$ cat src/hw/rtl/prs_pkg.sv
// Package for the population rate loss scorer.
// Holds register indexes, fixed field widths, reset values and the
// command struct shared by the controller and the datapath.
package prs_pkg;

    // Field widths
    localparam int CountW = 13;
    localparam int RateW  = 32;
    localparam int LossW  = 48;
    localparam int TickW  = 31;
    localparam int DecayW = 16;
    localparam int ProdW  = 64;
    localparam int CfgIdxW  = 3;
    localparam int CfgDataW = 32;

    // Configuration register indexes
    localparam logic [CfgIdxW-1:0] REG_RATE_MIN     = 3'd0;
    localparam logic [CfgIdxW-1:0] REG_RATE_MAX     = 3'd1;
    localparam logic [CfgIdxW-1:0] REG_DECAY_FACTOR = 3'd2;
    localparam logic [CfgIdxW-1:0] REG_SPIKE_GAIN   = 3'd3;
    localparam logic [CfgIdxW-1:0] REG_NEW_CUT      = 3'd4;
    localparam logic [CfgIdxW-1:0] REG_FAM_CUT      = 3'd5;
    localparam logic [CfgIdxW-1:0] REG_NEW_SLOPE    = 3'd6;
    localparam logic [CfgIdxW-1:0] REG_FAM_SLOPE    = 3'd7;

    // Register reset values
    localparam logic [RateW-1:0]  RST_RATE_MIN     = 32'd0;
    localparam logic [RateW-1:0]  RST_RATE_MAX     = 32'd13107200;
    localparam logic [DecayW-1:0] RST_DECAY_FACTOR = 16'd65503;
    localparam logic [RateW-1:0]  RST_SPIKE_GAIN   = 32'd1600;
    localparam logic [RateW-1:0]  RST_NEW_CUT      = 32'd655360;
    localparam logic [RateW-1:0]  RST_FAM_CUT      = 32'd655360;
    localparam logic [RateW-1:0]  RST_NEW_SLOPE    = 32'd186413;
    localparam logic [RateW-1:0]  RST_FAM_SLOPE    = 32'd1677722;

    // Datapath step commands, one per controller state
    typedef struct packed {
        logic load;     // capture the input transaction and the base rate
        logic decay;    // multiply base rate by decay factor
        logic gain;     // keep decayed rate, multiply count by gain
        logic update;   // add, saturate, store new rate
        logic select;   // range check, pick slope and difference
        logic lmul;     // multiply slope by difference
        logic commit;   // accumulate loss, update tick, load result
    } prs_cmd_t;

endpackage

$ cat src/hw/rtl/prs_ctrl.sv
// Controller state machine of the population rate loss scorer.
// Sequences the datapath steps and owns both channel handshakes.
// Depends on prs_pkg for the command struct.
module prs_ctrl
    import prs_pkg::*;
(
    input  logic     clk,
    input  logic     rst_n,
    input  logic     in_valid,
    output logic     in_ready,
    output logic     out_valid,
    input  logic     out_ready,
    output prs_cmd_t cmd
);

    localparam logic [2:0] ST_IDLE   = 3'd0;
    localparam logic [2:0] ST_DECAY  = 3'd1;
    localparam logic [2:0] ST_GAIN   = 3'd2;
    localparam logic [2:0] ST_UPDATE = 3'd3;
    localparam logic [2:0] ST_SELECT = 3'd4;
    localparam logic [2:0] ST_LMUL   = 3'd5;
    localparam logic [2:0] ST_COMMIT = 3'd6;

    logic [2:0] state_reg;
    logic [2:0] state_next;
    logic       out_valid_reg;
    logic       out_valid_next;
    logic       slot_free;

    // Result slot can take a new result when empty or being drained
    assign slot_free = !out_valid_reg || out_ready;
    assign in_ready  = (state_reg == ST_IDLE);
    assign out_valid = out_valid_reg;

    // Decode step commands
    always_comb
    begin
        cmd        = '0;
        cmd.load   = (state_reg == ST_IDLE) && in_valid;
        cmd.decay  = (state_reg == ST_DECAY);
        cmd.gain   = (state_reg == ST_GAIN);
        cmd.update = (state_reg == ST_UPDATE);
        cmd.select = (state_reg == ST_SELECT);
        cmd.lmul   = (state_reg == ST_LMUL);
        cmd.commit = (state_reg == ST_COMMIT) && slot_free;
    end

    // Advance through the steps; hold in commit until the slot frees up
    always_comb
    begin
        state_next = state_reg;
        unique case (state_reg)
            ST_IDLE:   if (in_valid) state_next = ST_DECAY;
            ST_DECAY:  state_next = ST_GAIN;
            ST_GAIN:   state_next = ST_UPDATE;
            ST_UPDATE: state_next = ST_SELECT;
            ST_SELECT: state_next = ST_LMUL;
            ST_LMUL:   state_next = ST_COMMIT;
            ST_COMMIT: if (slot_free) state_next = ST_IDLE;
            default:   state_next = ST_IDLE;
        endcase
    end

    // Set valid on commit, drop it when the result transaction completes
    always_comb
    begin
        out_valid_next = out_valid_reg;
        if (out_valid_reg && out_ready)
        begin
            out_valid_next = 1'b0;
        end
        if (cmd.commit)
        begin
            out_valid_next = 1'b1;
        end
    end

    always_ff @(posedge clk or negedge rst_n)
    begin
        if (!rst_n)
        begin
            state_reg     <= ST_IDLE;
            out_valid_reg <= 1'b0;
        end
        else
        begin
            state_reg     <= state_next;
            out_valid_reg <= out_valid_next;
        end
    end

endmodule

$ cat src/hw/rtl/prs_dp.sv
// Datapath of the population rate loss scorer: configuration registers,
// rate and loss state, one shared 32x32 multiplier and the result register.
// Depends on prs_pkg; driven by commands from prs_ctrl.
module prs_dp
    import prs_pkg::*;
#(
    parameter int NEURONS = 4096
)
(
    input  logic                clk,
    input  logic                rst_n,
    input  prs_cmd_t            cmd,
    input  logic                cfg_write,
    input  logic [CfgIdxW-1:0]  cfg_index,
    input  logic [CfgDataW-1:0] cfg_data,
    input  logic [CountW-1:0]   spike_count,
    input  logic                scoring,
    input  logic                familiar_trial,
    output logic [RateW-1:0]    rate,
    output logic [LossW-1:0]    loss_total,
    output logic                in_range,
    output logic signed [31:0]  blowup_tick
);

    localparam logic [15:0] NeuronsW = 16'(NEURONS);

    // Configuration registers
    logic [RateW-1:0]  rate_min_reg;
    logic [RateW-1:0]  rate_max_reg;
    logic [DecayW-1:0] decay_reg;
    logic [RateW-1:0]  gain_reg;
    logic [RateW-1:0]  new_cut_reg;
    logic [RateW-1:0]  fam_cut_reg;
    logic [RateW-1:0]  new_slope_reg;
    logic [RateW-1:0]  fam_slope_reg;

    // Persistent state
    logic [RateW-1:0] rate_reg;
    logic [RateW-1:0] rate_next;
    logic             started_reg;
    logic [LossW-1:0] loss_reg;
    logic [LossW-1:0] loss_next;
    logic [TickW-1:0] tick_reg;
    logic [31:0]      blow_reg;
    logic [31:0]      blow_next;

    // Per-item working registers
    logic [CountW-1:0] cnt_reg;
    logic [CountW-1:0] cnt_next;
    logic              scoring_reg;
    logic              fam_reg;
    logic [RateW-1:0]  base_reg;
    logic [RateW-1:0]  base_next;
    logic [ProdW-1:0]  prod_reg;
    logic [RateW-1:0]  decayed_reg;
    logic              inside_reg;
    logic              inside_next;
    logic [RateW-1:0]  slope_reg;
    logic [RateW-1:0]  slope_next;
    logic [RateW-1:0]  diff_reg;
    logic [RateW-1:0]  diff_next;

    // Result register
    logic [RateW-1:0] res_rate_reg;
    logic [LossW-1:0] res_loss_reg;
    logic             res_inside_reg;
    logic [31:0]      res_blow_reg;

    // Shared multiplier
    logic [RateW-1:0] mul_a;
    logic [RateW-1:0] mul_b;
    logic [ProdW-1:0] mul_p;

    logic [RateW:0]   mid_sum;
    logic [45:0]      grow_sum;
    logic [LossW:0]   loss_sum;

    // Clamp the spike count to the population size
    always_comb
    begin
        cnt_next = spike_count;
        if ({3'b000, spike_count} > NeuronsW)
        begin
            cnt_next = NeuronsW[CountW-1:0];
        end
    end

    // Start from the bounds midpoint on the first tick
    assign mid_sum   = {1'b0, rate_min_reg} + {1'b0, rate_max_reg};
    assign base_next = started_reg ? rate_reg : mid_sum[RateW:1];

    // Select multiplier operands for the current step
    always_comb
    begin
        mul_a = slope_reg;
        mul_b = diff_reg;
        priority if (cmd.decay)
        begin
            mul_a = base_reg;
            mul_b = {16'd0, decay_reg};
        end
        else if (cmd.gain)
        begin
            mul_a = {{(RateW-CountW){1'b0}}, cnt_reg};
            mul_b = gain_reg;
        end
        else
        begin
            mul_a = slope_reg;
            mul_b = diff_reg;
        end
    end
    assign mul_p = mul_a * mul_b;

    // Grow the decayed rate and saturate at the top of 32 bits
    assign grow_sum  = {14'd0, decayed_reg} + prod_reg[45:0];
    assign rate_next = (grow_sum[45:32] != 14'd0) ? {RateW{1'b1}} : grow_sum[RateW-1:0];

    // Range check and loss term selection
    always_comb
    begin
        inside_next = (rate_reg > rate_min_reg) && (rate_reg < rate_max_reg);
        slope_next  = '0;
        diff_next   = '0;
        if (inside_next && scoring_reg)
        begin
            if (!fam_reg && (rate_reg >= new_cut_reg))
            begin
                slope_next = new_slope_reg;
                diff_next  = rate_reg - new_cut_reg;
            end
            else if (fam_reg && (rate_reg <= fam_cut_reg))
            begin
                slope_next = fam_slope_reg;
                diff_next  = fam_cut_reg - rate_reg;
            end
        end
    end

    // Accumulate loss with saturation, record blow-up tick
    assign loss_sum  = {1'b0, loss_reg} + {1'b0, prod_reg[ProdW-1:16]};
    assign loss_next = loss_sum[LossW] ? {LossW{1'b1}} : loss_sum[LossW-1:0];
    assign blow_next = inside_reg ? blow_reg : {1'b0, tick_reg};

    // Configuration writes
    always_ff @(posedge clk or negedge rst_n)
    begin
        if (!rst_n)
        begin
            rate_min_reg  <= RST_RATE_MIN;
            rate_max_reg  <= RST_RATE_MAX;
            decay_reg     <= RST_DECAY_FACTOR;
            gain_reg      <= RST_SPIKE_GAIN;
            new_cut_reg   <= RST_NEW_CUT;
            fam_cut_reg   <= RST_FAM_CUT;
            new_slope_reg <= RST_NEW_SLOPE;
            fam_slope_reg <= RST_FAM_SLOPE;
        end
        else if (cfg_write)
        begin
            unique case (cfg_index)
                REG_RATE_MIN:     rate_min_reg  <= cfg_data;
                REG_RATE_MAX:     rate_max_reg  <= cfg_data;
                REG_DECAY_FACTOR: decay_reg     <= cfg_data[DecayW-1:0];
                REG_SPIKE_GAIN:   gain_reg      <= cfg_data;
                REG_NEW_CUT:      new_cut_reg   <= cfg_data;
                REG_FAM_CUT:      fam_cut_reg   <= cfg_data;
                REG_NEW_SLOPE:    new_slope_reg <= cfg_data;
                REG_FAM_SLOPE:    fam_slope_reg <= cfg_data;
                default:          ;
            endcase
        end
    end

    // Persistent state
    always_ff @(posedge clk or negedge rst_n)
    begin
        if (!rst_n)
        begin
            rate_reg    <= '0;
            started_reg <= 1'b0;
            loss_reg    <= '0;
            tick_reg    <= '0;
            blow_reg    <= '1;
        end
        else
        begin
            if (cmd.update)
            begin
                rate_reg    <= rate_next;
                started_reg <= 1'b1;
            end
            if (cmd.commit)
            begin
                if (inside_reg)
                begin
                    loss_reg <= loss_next;
                end
                blow_reg <= blow_next;
                tick_reg <= tick_reg + 1'b1;
            end
        end
    end

    // Working and result registers
    always_ff @(posedge clk)
    begin
        if (cmd.load)
        begin
            cnt_reg     <= cnt_next;
            scoring_reg <= scoring;
            fam_reg     <= familiar_trial;
            base_reg    <= base_next;
        end
        if (cmd.decay || cmd.gain || cmd.lmul)
        begin
            prod_reg <= mul_p;
        end
        if (cmd.gain)
        begin
            decayed_reg <= prod_reg[47:16];
        end
        if (cmd.select)
        begin
            inside_reg <= inside_next;
            slope_reg  <= slope_next;
            diff_reg   <= diff_next;
        end
        if (cmd.commit)
        begin
            res_rate_reg   <= rate_reg;
            res_loss_reg   <= inside_reg ? loss_next : loss_reg;
            res_inside_reg <= inside_reg;
            res_blow_reg   <= blow_next;
        end
    end

    assign rate        = res_rate_reg;
    assign loss_total  = res_loss_reg;
    assign in_range    = res_inside_reg;
    assign blowup_tick = res_blow_reg;

endmodule

$ cat src/hw/rtl/population_rate_loss_scorer_core.sv
// Population rate loss scorer, top level. Each input transaction runs through
// the steps load, decay, gain, update, select, lmul and commit; commit waits for
// a free result slot. A new item is taken only after commit, as the steps share
// the one 32x32 multiplier (decay, gain and loss products in turn).
// Reset (rst_n low, asynchronous) restores register defaults, zero loss and
// tick index, blow-up tick -1, and empties the result slot.
module population_rate_loss_scorer_core
    import prs_pkg::*;
#(
    parameter int NEURONS = 4096
)
(
    input  logic                clk,
    input  logic                rst_n,
    input  logic                in_valid,
    output logic                in_ready,
    input  logic [CountW-1:0]   spike_count,
    input  logic                scoring,
    input  logic                familiar_trial,
    output logic                out_valid,
    input  logic                out_ready,
    output logic [RateW-1:0]    rate,
    output logic [LossW-1:0]    loss_total,
    output logic                in_range,
    output logic signed [31:0]  blowup_tick,
    input  logic                cfg_valid,
    output logic                cfg_ready,
    input  logic [CfgIdxW-1:0]  cfg_index,
    input  logic [CfgDataW-1:0] cfg_data
);

    prs_cmd_t cmd;

    // Configuration writes are always taken
    assign cfg_ready = 1'b1;

    prs_ctrl u_ctrl (
        .clk       (clk),
        .rst_n     (rst_n),
        .in_valid  (in_valid),
        .in_ready  (in_ready),
        .out_valid (out_valid),
        .out_ready (out_ready),
        .cmd       (cmd)
    );

    prs_dp #(
        .NEURONS (NEURONS)
    ) u_dp (
        .clk            (clk),
        .rst_n          (rst_n),
        .cmd            (cmd),
        .cfg_write      (cfg_valid && cfg_ready),
        .cfg_index      (cfg_index),
        .cfg_data       (cfg_data),
        .spike_count    (spike_count),
        .scoring        (scoring),
        .familiar_trial (familiar_trial),
        .rate           (rate),
        .loss_total     (loss_total),
        .in_range       (in_range),
        .blowup_tick    (blowup_tick)
    );

endmodule

$ cat config.mk
export PLATFORM = sky130hd
export DESIGN_NAME = population_rate_loss_scorer_core
export DESIGN_NICKNAME = d
export VERILOG_FILES = /design/src/hw/rtl/prs_pkg.sv /design/src/hw/rtl/prs_ctrl.sv /design/src/hw/rtl/prs_dp.sv /design/src/hw/rtl/population_rate_loss_scorer_core.sv
export SDC_FILE = /design/constraint.sdc
export NUM_CORES = 2
export LEC_CHECK = 0
export BUFFER_PORTS_ARGS = -buffer_cell sky130_fd_sc_hd__buf_4
export CORE_MARGIN = 4
export CORE_UTILIZATION = 39
export DETAILED_ROUTE_END_ITERATION = 8
export MAX_ROUTING_LAYER = met4
export SLEW_MARGIN = 40
export SYNTH_ARGS = -nofsm -noshare
export SYNTH_HDL_FRONTEND = slang
export SYNTH_HIERARCHICAL = 1
export SYNTH_SLANG_ARGS = --single-unit
$ cat constraint.sdc
create_clock -name clk -period 13.12 [get_ports clk]
set_input_delay 1.968 -clock clk [delete_from_list [all_inputs] [get_ports clk]]
set_output_delay 1.968 -clock clk [all_outputs]
set_load 0.02 [all_outputs]
==> results.rst <==
.. list-table::
   :header-rows: 1

   * - Metric
     - Value
   * - Startpoint of the worst hold path
     - u_dp/tick_reg[30]$_DFFE_PN0P_
   * - Antenna-violating nets left
     - 0
   * - Leading cell types by total area after synthesis
     - sky130_fd_sc_hd__fa_1 26%, sky130_fd_sc_hd__edfxtp_1 14%, sky130_fd_sc_hd__dfrtp_1 11%
   * - Total routing resource utilization after global routing
     - between 20% and 30%
   * - Max Fanout on Critical Path
     - 30
   * - Total area of sequential cells
     - ~20000 sq um
   * - Data required, critical path
     - about 14000 ps
   * - Async set-or-reset flop fraction in the synthesized netlist
     - between 50% and 60%
   * - Post-layout min period
     - around 10000 ps
   * - Routed wire per std cell
     - about 24 um
   * - Relative slew margins
     - 36.9%
   * - TritonCTS sink count
     - 709
   * - Fmax
     - just under 0.1 GHz
   * - Class of the most critical setup path
     - flip-flop to flip-flop
   * - Area share of the leading cell type in the synthesized netlist
     - 25.8%
   * - Number of DRC violations after detailed routing
     - 0
   * - Vias per Instance
     - 5.51
   * - Part of the Yosys area used for sequential elements
     - around 28%
   * - Bufs on Longest Clock Path
     - 3
   * - Count of cells along the worst register-to-register path
     - 27
   * - Hold buffer count at cts
     - 0
   * - Pin count of the biggest net entering global routing
     - between 100 and 150
   * - Chip Width
     - around 430 um
   * - Maximum clock skew at final layout
     - 76.4 ps
   * - Total number of placement rows
     - 155
   * - Unrepaired setup endpoints after global routing
     - no
   * - Hold depth
     - 1
   * - Number of warnings reported in the yosys synthesis log
     - 6
   * - Share of the clock period used by the worst path
     - between 70% and 80%
   * - CTS tree
     - yes
   * - First-pass detailed-route iteration total
     - 6
   * - Total wirelength of the detailed-routed design
     - between 200000 and 250000 um
   * - Outcome
     - finished clean
   * - Total number of nets in the final design
     - ~8600
   * - Routability-driven placement congestion ratio
     - a little under 1
   * - Number of failing setup endpoints in the final timing report
     - 0
   * - Reg-to-reg endpoint
     - u_dp/prod_reg[49]$_DFFE_PP_
   * - Worst-skew pair later-pin latency
     - between 700 and 800 ps
   * - Transition at the pin with the smallest max-transition slack
     - approximately 950 ps
   * - Drt initial violations
     - 4879
   * - EDFF count, synth
     - 321
   * - Multi-input logic area
     - approximately 46000 sq um
   * - Max-slew violation count
     - 0
   * - Library cell with the largest summed area after synthesis
     - sky130_fd_sc_hd__fa_1
   * - Die outline area
     - approximately 190000 sq um
   * - Post-Synthesis Cells
     - between 7000 and 8000
   * - Post-synth cell types
     - between 90 and 100
   * - Worst Hold Endpoint
     - u_dp/tick_reg[30]$_DFFE_PN0P_
   * - Antenna violations before repair
     - 11
   * - Global-route wire length before repair
     - about 350000 um
   * - Number of buffers created by CTS
     - 82
   * - Reg2reg start
     - u_ctrl/state_reg[1]$_DFFE_PN0P_
   * - Netlist area before placement
     - 70000 sq um
   * - Number of fillers in the final layout
     - between 15000 and 20000
   * - Synthesized flop and latch total
     - ~710
   * - IO Count
     - 171
   * - Clock-pin slew on the worst setup and hold paths
     - roughly 60 ps
   * - Fin. Hold Viols
     - 0
   * - Arrival time at the worst endpoint
     - 10710 ps
   * - HP Class
     - flip-flop to flip-flop
   * - DR vias
     - 52900
   * - Sum of net half-perimeters after detailed placement
     - 178000 um
   * - Maximum Capacitance Violations
     - 0
   * - Post-CTS setup-driven buffer insertion count
     - 0
   * - Max H-tree Level
     - 3
   * - Cell at the root of the clock tree
     - sky130_fd_sc_hd__clkbuf_16
   * - Total negative setup slack
     - 0 ps
   * - PostCTS Resize Cnt
     - 0
   * - Register-to-register setup slack
     - 2840 ps
   * - Vias in the first global route
     - around 55000
   * - Startpoint class of the critical path
     - flip-flop
   * - Sort of element at the end of the critical path
     - flip-flop
   * - Layout cell share with drive strength beyond 1
     - about 12%
   * - Initial core utilization
     - between 30 and 40%
   * - Number of I/O port buffers
     - about 170
   * - Average cell area after synthesis
     - 9.84 sq um
   * - Overflow left after global routing
     - 0
   * - Primary flip-flop cell chosen by synthesis mapping
     - sky130_fd_sc_hd__edfxtp_1
   * - Total nets after synthesis
     - approximately 8600
   * - Core region area
     - 178000 sq um
   * - Die Y-Extent
     - 432 um
   * - Layout overhead on the synthesized area
     - 10.1%
==> cells in the mapped netlist, types with 12 or more instances <==
cell / number
sky130_fd_sc_hd__a211oi_1: 15
sky130_fd_sc_hd__a21o_1: 153
sky130_fd_sc_hd__a21oi_1: 291
sky130_fd_sc_hd__a22o_1: 19
sky130_fd_sc_hd__a22oi_1: 72
sky130_fd_sc_hd__a31oi_1: 29
sky130_fd_sc_hd__and2_1: 18
sky130_fd_sc_hd__and3_1: 31
sky130_fd_sc_hd__buf_1: 12
sky130_fd_sc_hd__clkbuf_1: 303
sky130_fd_sc_hd__dfrtp_1: 311
sky130_fd_sc_hd__dfstp_2: 77
sky130_fd_sc_hd__edfxtp_1: 321
sky130_fd_sc_hd__fa_1: 901
sky130_fd_sc_hd__ha_1: 502
sky130_fd_sc_hd__inv_1: 1042
sky130_fd_sc_hd__mux2_2: 210
sky130_fd_sc_hd__mux2i_1: 51
sky130_fd_sc_hd__nand2_1: 710
sky130_fd_sc_hd__nand2b_1: 50
sky130_fd_sc_hd__nand3_1: 76
sky130_fd_sc_hd__nand4_1: 53
sky130_fd_sc_hd__nor2_1: 841
sky130_fd_sc_hd__nor2b_1: 46
sky130_fd_sc_hd__nor3_1: 44
sky130_fd_sc_hd__o211ai_1: 12
sky130_fd_sc_hd__o21a_1: 61
sky130_fd_sc_hd__o21ai_0: 260
sky130_fd_sc_hd__o21ai_1: 28
sky130_fd_sc_hd__o21bai_1: 31
sky130_fd_sc_hd__o22a_1: 78
sky130_fd_sc_hd__o22ai_1: 16
sky130_fd_sc_hd__or2_2: 19
sky130_fd_sc_hd__xnor2_1: 147
sky130_fd_sc_hd__xor2_1: 95
==> worst max path at each step <==
stage | slack [ps] | to | from
6_report | 2840 | u_dp/prod_reg[49]$_DFFE_PP_ | u_ctrl/state_reg[1]$_DFFE_PN0P_
2_1_floorplan | 2380 | u_dp/prod_reg[61]$_DFFE_PP_ | u_ctrl/state_reg[0]$_DFFE_PN0P_
3_3_place_gp | 2890 | u_dp/prod_reg[61]$_DFFE_PP_ | u_ctrl/state_reg[1]$_DFFE_PN0P_
4_1_cts | 2930 | u_dp/prod_reg[61]$_DFFE_PP_ | u_ctrl/state_reg[1]$_DFFE_PN0P_
3_5_place_dp | 2990 | u_dp/prod_reg[61]$_DFFE_PP_ | u_ctrl/state_reg[1]$_DFFE_PN0P_
5_1_grt | 2400 | u_dp/prod_reg[49]$_DFFE_PP_ | u_ctrl/state_reg[1]$_DFFE_PN0P_
==> critical path, cell delays in order, from the launching register on <==
cell and delay (ps):
sky130_fd_sc_hd__dfrtp_1 550, sky130_fd_sc_hd__nand2b_1 230, sky130_fd_sc_hd__nor2_4 560, sky130_fd_sc_hd__buf_12 340, sky130_fd_sc_hd__mux2i_1 480, sky130_fd_sc_hd__or2_2 720, sky130_fd_sc_hd__nor2_1 170, sky130_fd_sc_hd__fa_1 550
sky130_fd_sc_hd__inv_1 60, sky130_fd_sc_hd__fa_1 540, sky130_fd_sc_hd__inv_1 50, sky130_fd_sc_hd__fa_1 480, sky130_fd_sc_hd__fa_1 600, sky130_fd_sc_hd__fa_1 450, sky130_fd_sc_hd__fa_1 470, sky130_fd_sc_hd__fa_1 530
sky130_fd_sc_hd__fa_1 440, sky130_fd_sc_hd__ha_1 410, sky130_fd_sc_hd__a21oi_1 220, sky130_fd_sc_hd__o21ai_0 170, sky130_fd_sc_hd__a211oi_1 240, sky130_fd_sc_hd__nand3_1 180, sky130_fd_sc_hd__a31oi_1 410, sky130_fd_sc_hd__o22ai_1 200
sky130_fd_sc_hd__o21ai_1 240, sky130_fd_sc_hd__o21ai_0 170, sky130_fd_sc_hd__a221oi_1 370, sky130_fd_sc_hd__xnor2_1 100
==> kinds of logic after synthesis <==
| kind of cell | Yosys count | synth area share, % |
|---|---|---|
| compound gates | 1179 | 11.1 |
| xor+xnor | 242 | 3.03 |
| fa+ha+maj | 1403 | 34.7 |
| buf+inv | 1380 | 7.52 |
| flops | 709 | 27.8 |
| mux | 262 | 4.12 |
| other cells | 1 | 0.00536 |
| simple gates | 1937 | 11.7 |
==> routing by layer <==
| layer | GRT usage, % | wire (um) | vias up |
|---|---|---|---|
| li1 | - | - | 23300 |
| met1 | 34.4 | 99000 | 26900 |
| met2 | 38.9 | 104000 | 2226 |
| met3 | 5.18 | 19600 | 455 |
| met4 | 11.1 | 11900 | 0 |
| met5 | - | 0 | - |
==> stage by stage <==
step | setup WS [ps] | utilization, % | hold WS [ps] | cell area, sq um | std cells
after floorplan | 2380 | - | 431 | 70000 | 7113
final | 2840 | 43.2 | 491 | 77100 | 9599
after global routing | 2400 | 43.2 | 512 | 77100 | 9595
after detailed placement | 2990 | 41.6 | 482 | 74100 | 9436
after global placement | 2890 | 41.5 | 482 | 74000 | 9435
after CTS | 2930 | 43.2 | 490 | 77000 | 9590
==> cells in the final DEF (no fill, tap or decap), types with 69 or more instances in the layout <==
cell type / count
sky130_fd_sc_hd__fa_1: 901
sky130_fd_sc_hd__o21ai_0: 252
sky130_fd_sc_hd__edfxtp_1: 321
sky130_fd_sc_hd__mux2_2: 210
sky130_fd_sc_hd__dfrtp_1: 310
sky130_fd_sc_hd__a21o_1: 153
sky130_fd_sc_hd__inv_1: 1042
sky130_fd_sc_hd__nand2_1: 709
sky130_fd_sc_hd__nand3_1: 76
sky130_fd_sc_hd__o22a_1: 78
sky130_fd_sc_hd__buf_4: 298
sky130_fd_sc_hd__xor2_1: 95
sky130_fd_sc_hd__ha_1: 502
sky130_fd_sc_hd__xnor2_1: 145
sky130_fd_sc_hd__nor2_1: 830
sky130_fd_sc_hd__dfstp_2: 77
sky130_fd_sc_hd__clkbuf_16: 83
sky130_fd_sc_hd__a22oi_1: 69
sky130_fd_sc_hd__a21oi_1: 286
==> area by class of cell <==
cell class	instances	share of cell area [%]
clock inverter	44	0.765
inverter	1043	5.08
sequential	709	25.2
antenna	8	0.0260
clock buffer	110	2.97
tap	2355	3.82
multi-input combinational	5024	59.0
timing repair buffer	306	3.07
Power is left out: the tool's default activity adds up to more than one toggle a clock period on the data nets, which glitch-free logic cannot reach.
